[src/design/gtpq_pkg.sv]
// Shared types, codes and reset values of the toggle press qualifier.
// No dependencies; used by gtpq_cfg_regs, gtpq_core and the top level.
package gtpq_pkg;

  typedef enum logic [1:0] {
    MODE_SINGLE = 2'd0,
    MODE_HOLD   = 2'd1,
    MODE_DOUBLE = 2'd2,
    MODE_OFF    = 2'd3
  } mode_e;

  typedef enum logic [2:0] {
    CFG_TOGGLE_CODE   = 3'd0,
    CFG_TOGGLE_MODE   = 3'd1,
    CFG_HOLD_TIME     = 3'd2,
    CFG_DOUBLE_WINDOW = 3'd3,
    CFG_TRIG_THRESH   = 3'd4
  } cfg_idx_e;

  localparam int unsigned CfgIdxW = 3;
  localparam int unsigned CfgDataW = 16;

  localparam logic [15:0] CODE_NONE       = 16'd0;
  localparam logic [15:0] CODE_LEFT_TRIG  = 16'd9;
  localparam logic [15:0] CODE_RIGHT_TRIG = 16'd10;

  localparam logic [15:0] HOLD_TIME_RESET     = 16'd400;
  localparam logic [15:0] DOUBLE_WINDOW_RESET = 16'd300;
  localparam logic [7:0]  TRIG_THRESH_RESET   = 8'd128;

  typedef struct packed {
    logic [15:0] toggle_code;
    mode_e       toggle_mode;
    logic [15:0] hold_time_ms;
    logic [15:0] double_window_ms;
    logic [7:0]  trig_press_level;
  } cfg_t;

  typedef struct packed {
    logic        pad_connected;
    logic [15:0] button_bits;
    logic [7:0]  left_level;
    logic [7:0]  right_level;
    logic        menu_is_open;
    logic        any_window_open;
    logic [31:0] now_ms;
  } sample_t;

  typedef struct packed {
    logic        open_request;
    logic        close_request;
    logic [15:0] hotkey_edges;
    logic        left_press_event;
    logic        right_press_event;
  } result_t;

  // Only single mapped button bits select a button; anything else gives no mask.
  function automatic logic [15:0] code_to_mask(input logic [15:0] code);
    logic [15:0] mask;
    unique case (code)
      16'h0001, 16'h0002, 16'h0004, 16'h0008,
      16'h0010, 16'h0020, 16'h0040, 16'h0080,
      16'h0100, 16'h0200, 16'h1000, 16'h2000,
      16'h4000, 16'h8000: mask = code;
      default:            mask = 16'h0000;
    endcase
    return mask;
  endfunction

endpackage

[src/design/gtpq_cfg_regs.sv]
// Configuration register file of the toggle press qualifier.
// Depends on gtpq_pkg.
module gtpq_cfg_regs (
  input  logic                           clk_i,
  input  logic                           rst_ni,
  input  logic                           cfg_valid_i,
  input  logic [gtpq_pkg::CfgIdxW-1:0]   cfg_index_i,
  input  logic [gtpq_pkg::CfgDataW-1:0]  cfg_data_i,
  output gtpq_pkg::cfg_t                 cfg_o
);

  gtpq_pkg::cfg_t cfg_q, cfg_d;

  always_comb begin
    cfg_d = cfg_q;
    if (cfg_valid_i) begin
      unique case (gtpq_pkg::cfg_idx_e'(cfg_index_i))
        gtpq_pkg::CFG_TOGGLE_CODE:   cfg_d.toggle_code      = cfg_data_i;
        gtpq_pkg::CFG_TOGGLE_MODE:   cfg_d.toggle_mode      = gtpq_pkg::mode_e'(cfg_data_i[1:0]);
        gtpq_pkg::CFG_HOLD_TIME:     cfg_d.hold_time_ms     = cfg_data_i;
        gtpq_pkg::CFG_DOUBLE_WINDOW: cfg_d.double_window_ms = cfg_data_i;
        gtpq_pkg::CFG_TRIG_THRESH:   cfg_d.trig_press_level = cfg_data_i[7:0];
        default: ; // drop writes beyond the register list
      endcase
    end
  end

  always_ff @(posedge clk_i or negedge rst_ni) begin
    if (!rst_ni) begin
      cfg_q.toggle_code      <= gtpq_pkg::CODE_NONE;
      cfg_q.toggle_mode      <= gtpq_pkg::MODE_SINGLE;
      cfg_q.hold_time_ms     <= gtpq_pkg::HOLD_TIME_RESET;
      cfg_q.double_window_ms <= gtpq_pkg::DOUBLE_WINDOW_RESET;
      cfg_q.trig_press_level <= gtpq_pkg::TRIG_THRESH_RESET;
    end else begin
      cfg_q <= cfg_d;
    end
  end

  assign cfg_o = cfg_q;

endmodule

[src/design/gtpq_core.sv]
// Per-sample qualifier: history, hold and double press state and result logic.
// Depends on gtpq_pkg.
module gtpq_core (
  input  logic              clk_i,
  input  logic              rst_ni,
  input  logic              step_i,
  input  gtpq_pkg::sample_t sample_i,
  input  gtpq_pkg::cfg_t    cfg_i,
  output gtpq_pkg::result_t result_o
);

  logic [15:0] last_buttons_q, last_buttons_d;
  logic [7:0]  last_left_q, last_left_d;
  logic [7:0]  last_right_q, last_right_d;
  logic        hold_armed_q, hold_armed_d;
  logic [31:0] hold_start_q, hold_start_d;
  logic        awaiting_q, awaiting_d;
  logic [31:0] first_press_q, first_press_d;

  logic        cur_l_on, cur_r_on, lt_edge, rt_edge;
  logic [15:0] mask;
  logic        down, just, active;
  logic [31:0] hold_elapsed, gap;
  logic        hold_due, gap_ok;
  logic        open_rq, close_rq, report;

  always_comb begin
    cur_l_on = sample_i.left_level >= cfg_i.trig_press_level;
    cur_r_on = sample_i.right_level >= cfg_i.trig_press_level;
    lt_edge  = cur_l_on && (last_left_q < cfg_i.trig_press_level);
    rt_edge  = cur_r_on && (last_right_q < cfg_i.trig_press_level);
    mask     = gtpq_pkg::code_to_mask(cfg_i.toggle_code);

    priority if (cfg_i.toggle_code == gtpq_pkg::CODE_LEFT_TRIG) begin
      down = cur_l_on;
      just = lt_edge;
    end else if (cfg_i.toggle_code == gtpq_pkg::CODE_RIGHT_TRIG) begin
      down = cur_r_on;
      just = rt_edge;
    end else begin
      down = (sample_i.button_bits & mask) != 16'h0000;
      just = down && ((last_buttons_q & mask) == 16'h0000);
    end

    hold_elapsed = sample_i.now_ms - hold_start_q;
    gap          = sample_i.now_ms - first_press_q;
    hold_due     = hold_elapsed >= {16'h0000, cfg_i.hold_time_ms};
    gap_ok       = gap <= {16'h0000, cfg_i.double_window_ms};

    active = sample_i.pad_connected && (cfg_i.toggle_mode != gtpq_pkg::MODE_OFF)
             && (cfg_i.toggle_code != gtpq_pkg::CODE_NONE);

    hold_armed_d  = hold_armed_q;
    hold_start_d  = hold_start_q;
    awaiting_d    = awaiting_q;
    first_press_d = first_press_q;
    open_rq       = 1'b0;
    close_rq      = 1'b0;
    report        = 1'b0;

    if (active) begin
      if (sample_i.menu_is_open && just) begin
        close_rq = 1'b1;
      end else begin
        if (!sample_i.menu_is_open) begin
          unique case (cfg_i.toggle_mode)
            gtpq_pkg::MODE_SINGLE: begin
              open_rq = just;
            end
            gtpq_pkg::MODE_HOLD: begin
              priority if (just) begin
                hold_start_d = sample_i.now_ms;
                hold_armed_d = 1'b1;
              end else if (hold_armed_q && down) begin
                if (hold_due) begin
                  open_rq      = 1'b1;
                  hold_armed_d = 1'b0;
                end
              end else if (!down) begin
                hold_armed_d = 1'b0;
              end
            end
            default: begin
              // double press; the off mode never reaches here
              priority if (just) begin
                if (awaiting_q && gap_ok) begin
                  open_rq    = 1'b1;
                  awaiting_d = 1'b0;
                end else begin
                  first_press_d = sample_i.now_ms;
                  awaiting_d    = 1'b1;
                end
              end else if (awaiting_q && !gap_ok) begin
                awaiting_d = 1'b0;
              end
            end
          endcase
        end
        report = !sample_i.any_window_open;
      end
    end

    // a lost pad clears the history only
    if (sample_i.pad_connected) begin
      last_buttons_d = sample_i.button_bits;
      last_left_d    = sample_i.left_level;
      last_right_d   = sample_i.right_level;
    end else begin
      last_buttons_d = 16'h0000;
      last_left_d    = 8'h00;
      last_right_d   = 8'h00;
    end

    result_o.open_request      = open_rq;
    result_o.close_request     = close_rq;
    result_o.hotkey_edges      = report ? (sample_i.button_bits & ~last_buttons_q) : 16'h0000;
    result_o.left_press_event  = report && lt_edge;
    result_o.right_press_event = report && rt_edge;
  end

  always_ff @(posedge clk_i or negedge rst_ni) begin
    if (!rst_ni) begin
      last_buttons_q <= 16'h0000;
      last_left_q    <= 8'h00;
      last_right_q   <= 8'h00;
      hold_armed_q   <= 1'b0;
      hold_start_q   <= 32'h0000_0000;
      awaiting_q     <= 1'b0;
      first_press_q  <= 32'h0000_0000;
    end else if (step_i) begin
      last_buttons_q <= last_buttons_d;
      last_left_q    <= last_left_d;
      last_right_q   <= last_right_d;
      hold_armed_q   <= hold_armed_d;
      hold_start_q   <= hold_start_d;
      awaiting_q     <= awaiting_d;
      first_press_q  <= first_press_d;
    end
  end

endmodule

[src/design/gamepad_toggle_press_qualifier.sv]
// Top level of the gamepad toggle press qualifier: input and result registers.
// Depends on gtpq_pkg, gtpq_cfg_regs and gtpq_core.
//
//   channel   direction  handshake                 payload
//   ------------------------------------------------------------------------
//   in        sink       in_valid_i / in_ready_o    pad sample fields
//   out       source     out_valid_o / out_ready_i  request and hotkey fields
//   cfg       sink       cfg_valid_i / cfg_ready_o  cfg_index_i, cfg_data_i
//
// One transfer in gives exactly one result: it waits in the input register, then
// a step updates the qualifier state and loads the result register. One sample
// per cycle is sustained while out_ready_i is high. The critical path is the
// 32-bit elapsed-time subtract and compare. Reset clears the history and press
// state and loads the register reset values. A stalled result holds its register;
// the input register takes one more sample behind it, then in_ready_o drops.
module gamepad_toggle_press_qualifier (
  input  logic                           clk_i,
  input  logic                           rst_ni,
  // sample channel
  input  logic                           in_valid_i,
  output logic                           in_ready_o,
  input  logic                           pad_connected_i,
  input  logic [15:0]                    button_bits_i,
  input  logic [7:0]                     left_level_i,
  input  logic [7:0]                     right_level_i,
  input  logic                           menu_is_open_i,
  input  logic                           any_window_open_i,
  input  logic [31:0]                    now_ms_i,
  // result channel
  output logic                           out_valid_o,
  input  logic                           out_ready_i,
  output logic                           open_request_o,
  output logic                           close_request_o,
  output logic [15:0]                    hotkey_edges_o,
  output logic                           left_press_event_o,
  output logic                           right_press_event_o,
  // configuration channel
  input  logic                           cfg_valid_i,
  output logic                           cfg_ready_o,
  input  logic [gtpq_pkg::CfgIdxW-1:0]   cfg_index_i,
  input  logic [gtpq_pkg::CfgDataW-1:0]  cfg_data_i
);

  gtpq_pkg::cfg_t    cfg;
  gtpq_pkg::sample_t in_q;
  gtpq_pkg::result_t res_d, res_q;
  logic              in_valid_q, out_valid_q;
  logic              step;

  // Registers are always writable; the user must land writes only while idle.
  assign cfg_ready_o = 1'b1;

  gtpq_cfg_regs u_cfg (
    .clk_i       (clk_i),
    .rst_ni      (rst_ni),
    .cfg_valid_i (cfg_valid_i),
    .cfg_index_i (cfg_index_i),
    .cfg_data_i  (cfg_data_i),
    .cfg_o       (cfg)
  );

  // Advance the held sample whenever the result register is free or draining.
  assign step       = in_valid_q && (!out_valid_q || out_ready_i);
  assign in_ready_o = !in_valid_q || step;

  gtpq_core u_core (
    .clk_i    (clk_i),
    .rst_ni   (rst_ni),
    .step_i   (step),
    .sample_i (in_q),
    .cfg_i    (cfg),
    .result_o (res_d)
  );

  // Input register: control bit under reset, payload loads on transfer.
  always_ff @(posedge clk_i or negedge rst_ni) begin
    if (!rst_ni) begin
      in_valid_q <= 1'b0;
    end else if (in_ready_o) begin
      in_valid_q <= in_valid_i;
    end
  end

  always_ff @(posedge clk_i) begin
    if (in_valid_i && in_ready_o) begin
      in_q.pad_connected   <= pad_connected_i;
      in_q.button_bits     <= button_bits_i;
      in_q.left_level      <= left_level_i;
      in_q.right_level     <= right_level_i;
      in_q.menu_is_open    <= menu_is_open_i;
      in_q.any_window_open <= any_window_open_i;
      in_q.now_ms          <= now_ms_i;
    end
  end

  // Result register: fill on a step, drop after the downstream transfer.
  always_ff @(posedge clk_i or negedge rst_ni) begin
    if (!rst_ni) begin
      out_valid_q <= 1'b0;
    end else if (step) begin
      out_valid_q <= 1'b1;
    end else if (out_ready_i) begin
      out_valid_q <= 1'b0;
    end
  end

  always_ff @(posedge clk_i) begin
    if (step) begin
      res_q <= res_d;
    end
  end

  assign out_valid_o         = out_valid_q;
  assign open_request_o      = res_q.open_request;
  assign close_request_o     = res_q.close_request;
  assign hotkey_edges_o      = res_q.hotkey_edges;
  assign left_press_event_o  = res_q.left_press_event;
  assign right_press_event_o = res_q.right_press_event;

endmodule

[config.mk]
export PLATFORM = sky130hd
export DESIGN_NAME = gamepad_toggle_press_qualifier
export DESIGN_NICKNAME = d
export VERILOG_FILES = /design/src/design/gtpq_pkg.sv /design/src/design/gtpq_cfg_regs.sv /design/src/design/gtpq_core.sv /design/src/design/gamepad_toggle_press_qualifier.sv
export SDC_FILE = /design/constraint.sdc
export NUM_CORES = 1
export LEC_CHECK = 0
export BUFFER_PORTS_ARGS = -buffer_cell sky130_fd_sc_hd__buf_2
export CAP_MARGIN = 20
export CORE_ASPECT_RATIO = 1.25
export CORE_MARGIN = 8
export CORE_UTILIZATION = 46
export DETAILED_ROUTE_END_ITERATION = 6
export PLACE_DENSITY = 0.7
export SETUP_SLACK_MARGIN = 0.15
export SYNTH_ARGS = -nofsm -noshare
export SYNTH_HDL_FRONTEND = slang
export SYNTH_SLANG_ARGS = --single-unit
[constraint.sdc]
create_clock -name clk_i -period 4.4 [get_ports clk_i]
set_clock_uncertainty 0.2 [all_clocks]
set_input_delay 0.44 -clock clk_i [delete_from_list [all_inputs] [get_ports clk_i]]
set_output_delay 0.44 -clock clk_i [all_outputs]
set_load 0.02 [all_outputs]
After elaboration in Yosys (flattened, before gate mapping)
Cells that the tools add are included.
{"block": "op_classes", "bitwise": 9, "addsub": 2, "n_reduce_logical": 38, "n_lt_le_gt_ge": 6, "n_eq_ne": 24, "n_mux": 26}
{"cell": "32-bit subtractor", "n": 2}
{"cell": "16-bit AND", "n": 3}
{"cell": "16-bit by 4-bit equality test with 1-bit output (second input constant)", "n": 3}
{"cell": "32-bit by 16-bit >= comparator with 1-bit output", "n": 1}
{"cell": "32-bit by 16-bit less-or-equal comparator with 1-bit output", "n": 1}
{"cell": "16-bit two-way mux", "n": 2}
{"cell": "16-bit nonzero test", "n": 2}
{"cell": "1-bit two-way mux", "n": 21}
{"cell": "16-bit by 1-bit equality test with 1-bit output (second input constant)", "n": 1}
{"cell": "16-bit by 10-bit equality test with 1-bit output (second input constant)", "n": 1}
{"cell": "16-bit by 13-bit equality test with 1-bit output (second input constant)", "n": 1}
{"cell": "16-bit by 14-bit equality test with 1-bit output (second input constant)", "n": 1}
{"cell": "16-bit by 15-bit equality test with 1-bit output (second input constant)", "n": 1}
{"cell": "16-bit equality test (second input constant)", "n": 1}
{"cell": "16-bit by 2-bit equality test with 1-bit output (second input constant)", "n": 1}
{"cell": "16-bit by 3-bit equality test with 1-bit output (second input constant)", "n": 1}
{"cell": "16-bit by 5-bit equality test with 1-bit output (second input constant)", "n": 1}
{"cell": "16-bit by 6-bit equality test with 1-bit output (second input constant)", "n": 1}
{"cell": "16-bit by 7-bit equality test with 1-bit output (second input constant)", "n": 1}
{"cell": "16-bit by 8-bit equality test with 1-bit output (second input constant)", "n": 1}
{"cell": "16-bit by 9-bit equality test with 1-bit output (second input constant)", "n": 1}
{"cell": "8-bit >= comparator", "n": 2}
{"cell": "16-bit logical NOT", "n": 1}
{"cell": "8-bit < comparator", "n": 2}
{"cell": "other kinds (23)", "n": 52}
{"block": "totals", "in_bits": 91, "ff_bits": 245, "out_inout_bits": 23}

Logic depth before layout (Yosys ltp)
{"block": "depth", "depth_word": 12, "depth_mapped": 22}

Modules after synthesis
A second synthesis with hierarchy kept.
{"block": "hier_totals", "cells_unflattened": 1470, "hier_area_um2": 15005.6}
{"module": "gtpq_core", "area_each_um2": 10054.6, "instances": 1, "cells_per_inst": 1247}
{"module": "gamepad_toggle_press_qualifier", "area_each_um2": 2727.6, "instances": 1, "cells_per_inst": 97}
{"module": "gtpq_cfg_regs", "area_each_um2": 2223.4, "instances": 1, "cells_per_inst": 126}

Worst setup path before layout
OpenSTA, ideal clock, no wires.
{"block": "synth_path", "kind": "flip-flop to flip-flop", "start": "reg in_q[0] (netlist name)", "end": "reg u_core.first_press_q[13]", "stages_incl_launch_ff": 22, "arrival_time_ns": 4.319, "slack_ns": -0.244, "period_less_slack_ns": 4.644, "setup_ns": 0.125, "required_time_ns": 4.075, "cell_sequence": "edfxtp_1 -> inv_1 -> ha_1 -> fa_1 -> nand2b_1 -> a21oi_1 -> o21bai_1 -> nand2_1 -> a21o_1 -> a21oi_1 -> xnor2_1 -> ha_1 -> and4_1 -> a221o_1 -> o22ai_1 -> nand4_1 -> a2111oi_1 -> nand4b_1 -> nor4_2 -> a211oi_4 -> buf_6 -> mux2_4"}
{"block": "synth_between", "elab_chain_len": 5}
{"element": "start, declared", "line": "gamepad_toggle_press_qualifier.sv:45", "text": "gtpq_pkg::sample_t in_q;"}
{"element": "32-bit subtractor", "line": "gtpq_core.sv:46", "text": "gap = sample_i.now_ms - first_press_q;"}
{"element": "32-bit by 16-bit less-or-equal comparator with 1-bit output", "line": "gtpq_core.sv:48", "text": "gap_ok = gap <= {16'h0000, cfg_i.double_window_ms};"}
{"element": "1-bit logical AND", "line": "gtpq_core.sv:86", "text": "if (awaiting_q && gap_ok) begin"}
{"element": "1-bit inverter (no source line)"}
{"element": "7-bit AND reduction (no source line)"}
{"element": "end signal, assigned", "line": "gtpq_core.sv:137", "text": "first_press_q <= first_press_d;"}
{"element": "end, declared", "line": "gtpq_core.sv:18", "text": "logic [31:0] first_press_q, first_press_d;"}
No other way between the ends.
A chain may end at the register's enable or synchronous reset.

Final worst setup path
{"block": "layout_path", "start": "reg u_core.first_press_q[0]", "end": "reg u_core.first_press_q[10]"}
{"block": "layout_between", "elab_chain_len": 5}
{"element": "32-bit subtractor", "line": "gtpq_core.sv:46"}
{"element": "32-bit by 16-bit less-or-equal comparator with 1-bit output", "line": "gtpq_core.sv:48"}
{"element": "1-bit logical AND", "line": "gtpq_core.sv:86"}
{"element": "1-bit inverter (no source line)"}
{"element": "7-bit AND reduction (no source line)"}
No other way between the ends.

==> impl_metrics.toml <==
[timing]
setup_tns_ps = -10850
holdWs_ps = 87.5
fin_ws_ps = -356
report.final.setup_viol = 35
period_minus_slack_ps = 4760
min_period_over_period_pct = 108
tightestPinTransition_ps = 981
hold_viol_final = 0
slew_headroom_pct = 34.6
drv_slew = 0
rsz0062_at_grt = "yes"
fmax_mhz = 210

[finish]
final_cell_mix = "nand2_1 (159), dfrtp_1 (150), buf_4 (134)"
final_common_cell = "nand2_1"
insertedDiodeCount = 0
finalNonFillerCells = 2184
synthToLayoutAreaGrowth_pct = 29.1
layout-drive-gt1-share_pct = 26.7
nNetsFinal = 1968

[floorplanning]
fp.dieW_um = 176
io_pins = 114
core_area_mm2 = 0.0316
start_util_pct = 46.4
num_rows = 73
die_h_um = 216
dieArea_mm2 = 0.0379

[synthesis]
synth_warnings = 0
ys.flop_type = "dfrtp_1"
synthArstFlopShare_pct = 64.5
synthCells = 1428
synth_edf_count = 87
synth_nets = 1645
netlist_area_mm2 = 0.0147
ys_seq_area_share_pct = 44.9
ys_ff_latch = 245
synth.avg_cell_area_um2 = 10.3
synthDistinctLibCells = 79

[worst_setup_path]
path_cells = "ha_4 > fa_2 > nand2b_4 > a21oi_4 > o21bai_4 > nand2_2 > a21o_1 > a21oi_2 > xnor2_1 > ha_1 > and4_1 > a221o_1 > o22ai_2 > nand4_1 > a2111oi_4 > nand4b_1 > nor4_4 > a211oi_4 > clkbuf_16 > mux2_4"
crit_slowest_cell = "dfrtp_1"
max_stage_delay_ps = 410
required_ps = 4620
worstPathArrival_ps = 4980
cp_top_family = "compound AO/OA/AOI/OAI gates"
crit_buf_inv = 1
crit_path_end_kind = "flip-flop"
worst-path-max-fanout = 7
critPathKind = "reg2reg"
startpoint_type = "flip-flop"

[global_routing]
grt_pass1_wl_um = 63000
gr-total-overflow = 0
grt_use_total_pct = 20.5
grt_pass1_vias = 12300
grt_max_degree = 99
antenna_found_initial = 0

[place]
place_congestion = 0.926
dp_hpwl_um = 28800
port_buffers = 112
pre_cts_slack_ps = -669
dpl.cell_count = 2027

[clock_tree]
cts_tree = "done"
root_buffer = "clkbuf_16"
htree_levels = 1
insertion_delay_ps = 560
numCtsBuffers = 27
cts_sinks = 245
path_clk_slew_ps = 60
clk_path_buf_depth = 3

[run]
maxCapViolations = 0

[pwr]
peakVddDrop_v = 0.000344
p_per_area_mw_per_mm2 = 362
p_leak_nw = 8.31

[routing]
top_layer_used = "met4"
avgRoutedWirePerCell_um = 18.0
totalWireLength_um = 39200
wl_met1_um = 16600
dr_total_vias = 11800
drc = 0
dr_wl_met3_um = 1510
vias_per_cell = 5.42
drt_iter0_drc = 792
route.met2.wl_um = 19800
ant_nets = 0
dr.pass1.iters = 5

[worst_hold_path]
hp-class = "in2reg"

[outcome]
violations = "setup timing"
status = "finished with violations"
metal layers:
metal	up-vias	GRT usage, %
li1	5821	-
met2	241	36.7
met1	5691	24.5
met5	-	0
met4	0	7.87
met3	77	2.57
worst register-to-register path, cell delays in order, from the launching register on:
cell and delay, ps:
dfrtp_1 410, ha_4 180, fa_2 340, nand2b_4 170, a21oi_4 190, o21bai_4 80
nand2_2 70, a21o_1 130, a21oi_2 70, xnor2_1 120, ha_1 320, and4_1 180
a221o_1 320, o22ai_2 140, nand4_1 160, a2111oi_4 250, nand4b_1 210, nor4_4 390
a211oi_4 190, clkbuf_16 220, mux2_4 300
where the power goes:
| group | total (mW) | switching [mW] | internal [mW] |
|---|---|---|---|
| combinational | 1.70 | 0.909 | 0.788 |
| clock | 2.34 | 0.958 | 1.38 |
| sequential | 2.82 | 0.187 | 2.63 |
| total | 6.86 | 2.05 | 4.80 |
cell usage after synthesis, types with 10 or more instances:
library cell,count,area (um2)
a211oi_1,12,90.1
a21o_1,28,210
a21oi_1,90,450
a22oi_1,10,75.1
a31oi_1,10,62.6
and3b_1,17,149
clkbuf_1,34,128
dfrtp_1,150,3750
edfxtp_1,87,2610
ha_1,124,1550
inv_1,126,473
mux2_1,18,203
mux2_2,71,800
mux2_4,11,165
mux2i_1,11,110
nand2_1,162,608
nand2b_1,25,156
nand3_1,23,115
nand4_1,17,106
nor2_1,45,169
nor2b_1,18,113
nor3_1,21,105
o21a_1,13,97.6
o21ai_0,110,551
xnor2_1,21,184
xor2_1,19,166
through the flow:
step / power (mW) / cell area (um2) / utilization [%]
after floorplan: 3.82 / 14800 / -
after global placement: 4.35 / 16600 / 52.6
after detailed placement: 4.41 / 16600 / 52.6
after CTS: 6.89 / 18800 / 59.5
after global routing: 7.22 / 18900 / 59.9
final: 6.86 / 18900 / 59.9
logic make-up (layout without fill, tap and decap cells):
family	Yosys count	count (layout)	synth area share [%]
other cells	1	1	0.0256
xor+xnor	40	40	2.39
mux	111	111	8.72
fa+ha+maj	126	126	10.9
simple gates	385	385	13.3
buf+inv	170	514	4.58
flops	245	245	44.9
compound gates	350	350	15.3
final timing paths:
check,from,to,cells after the start,slack [ps]
worst min register to register,u_core.last_buttons_q[10],u_core.last_buttons_q[10],2,280
worst max register to register,u_core.first_press_q[0],u_core.first_press_q[10],20,-360
worst min-delay path,cfg_data_i[0],u_cfg.cfg_o[24],2,90
worst max-delay path,u_core.first_press_q[0],u_core.first_press_q[10],20,-360
min in group asynchronous,rst_ni,out_valid_o,2,330
max in group asynchronous,rst_ni,u_cfg.cfg_o[31],3,2540
area by class of cell:
| type | instances | area (um2) |
|---|---|---|
| Clock buffer | 30 | 697 |
| Timing Repair Buffer | 338 | 2540 |
| Multi-Input combinational cell | 1013 | 7900 |
| Tap cell | 412 | 515 |
| Clock inverter | 20 | 215 |
| Inverter | 126 | 475 |
| Sequential cell | 245 | 6580 |
| Fill cell | 2707 | 12700 |
state kept, by name, summed over array words and instances (netlist names), 8 cells and up:
signal / count
in_q: 67
u_cfg.cfg_o: 58
u_core.first_press_q: 32
u_core.hold_start_q: 32
hotkey_edges_o: 16
u_core.last_buttons_q: 16
u_core.last_left_q: 8
u_core.last_right_q: 8
what timing repair did:
item | in CTS | in global routing
cloned | 2 | 0
setup buffers | 15 | 4
setup endpoints to repair | 35 | 35
hold endpoints to repair | 206 | 0
hold buffers | 86 | 0
resized for setup | 50 | 20
pin swaps | 28 | 16
Note: power is estimated with default switching activity, not from simulation.
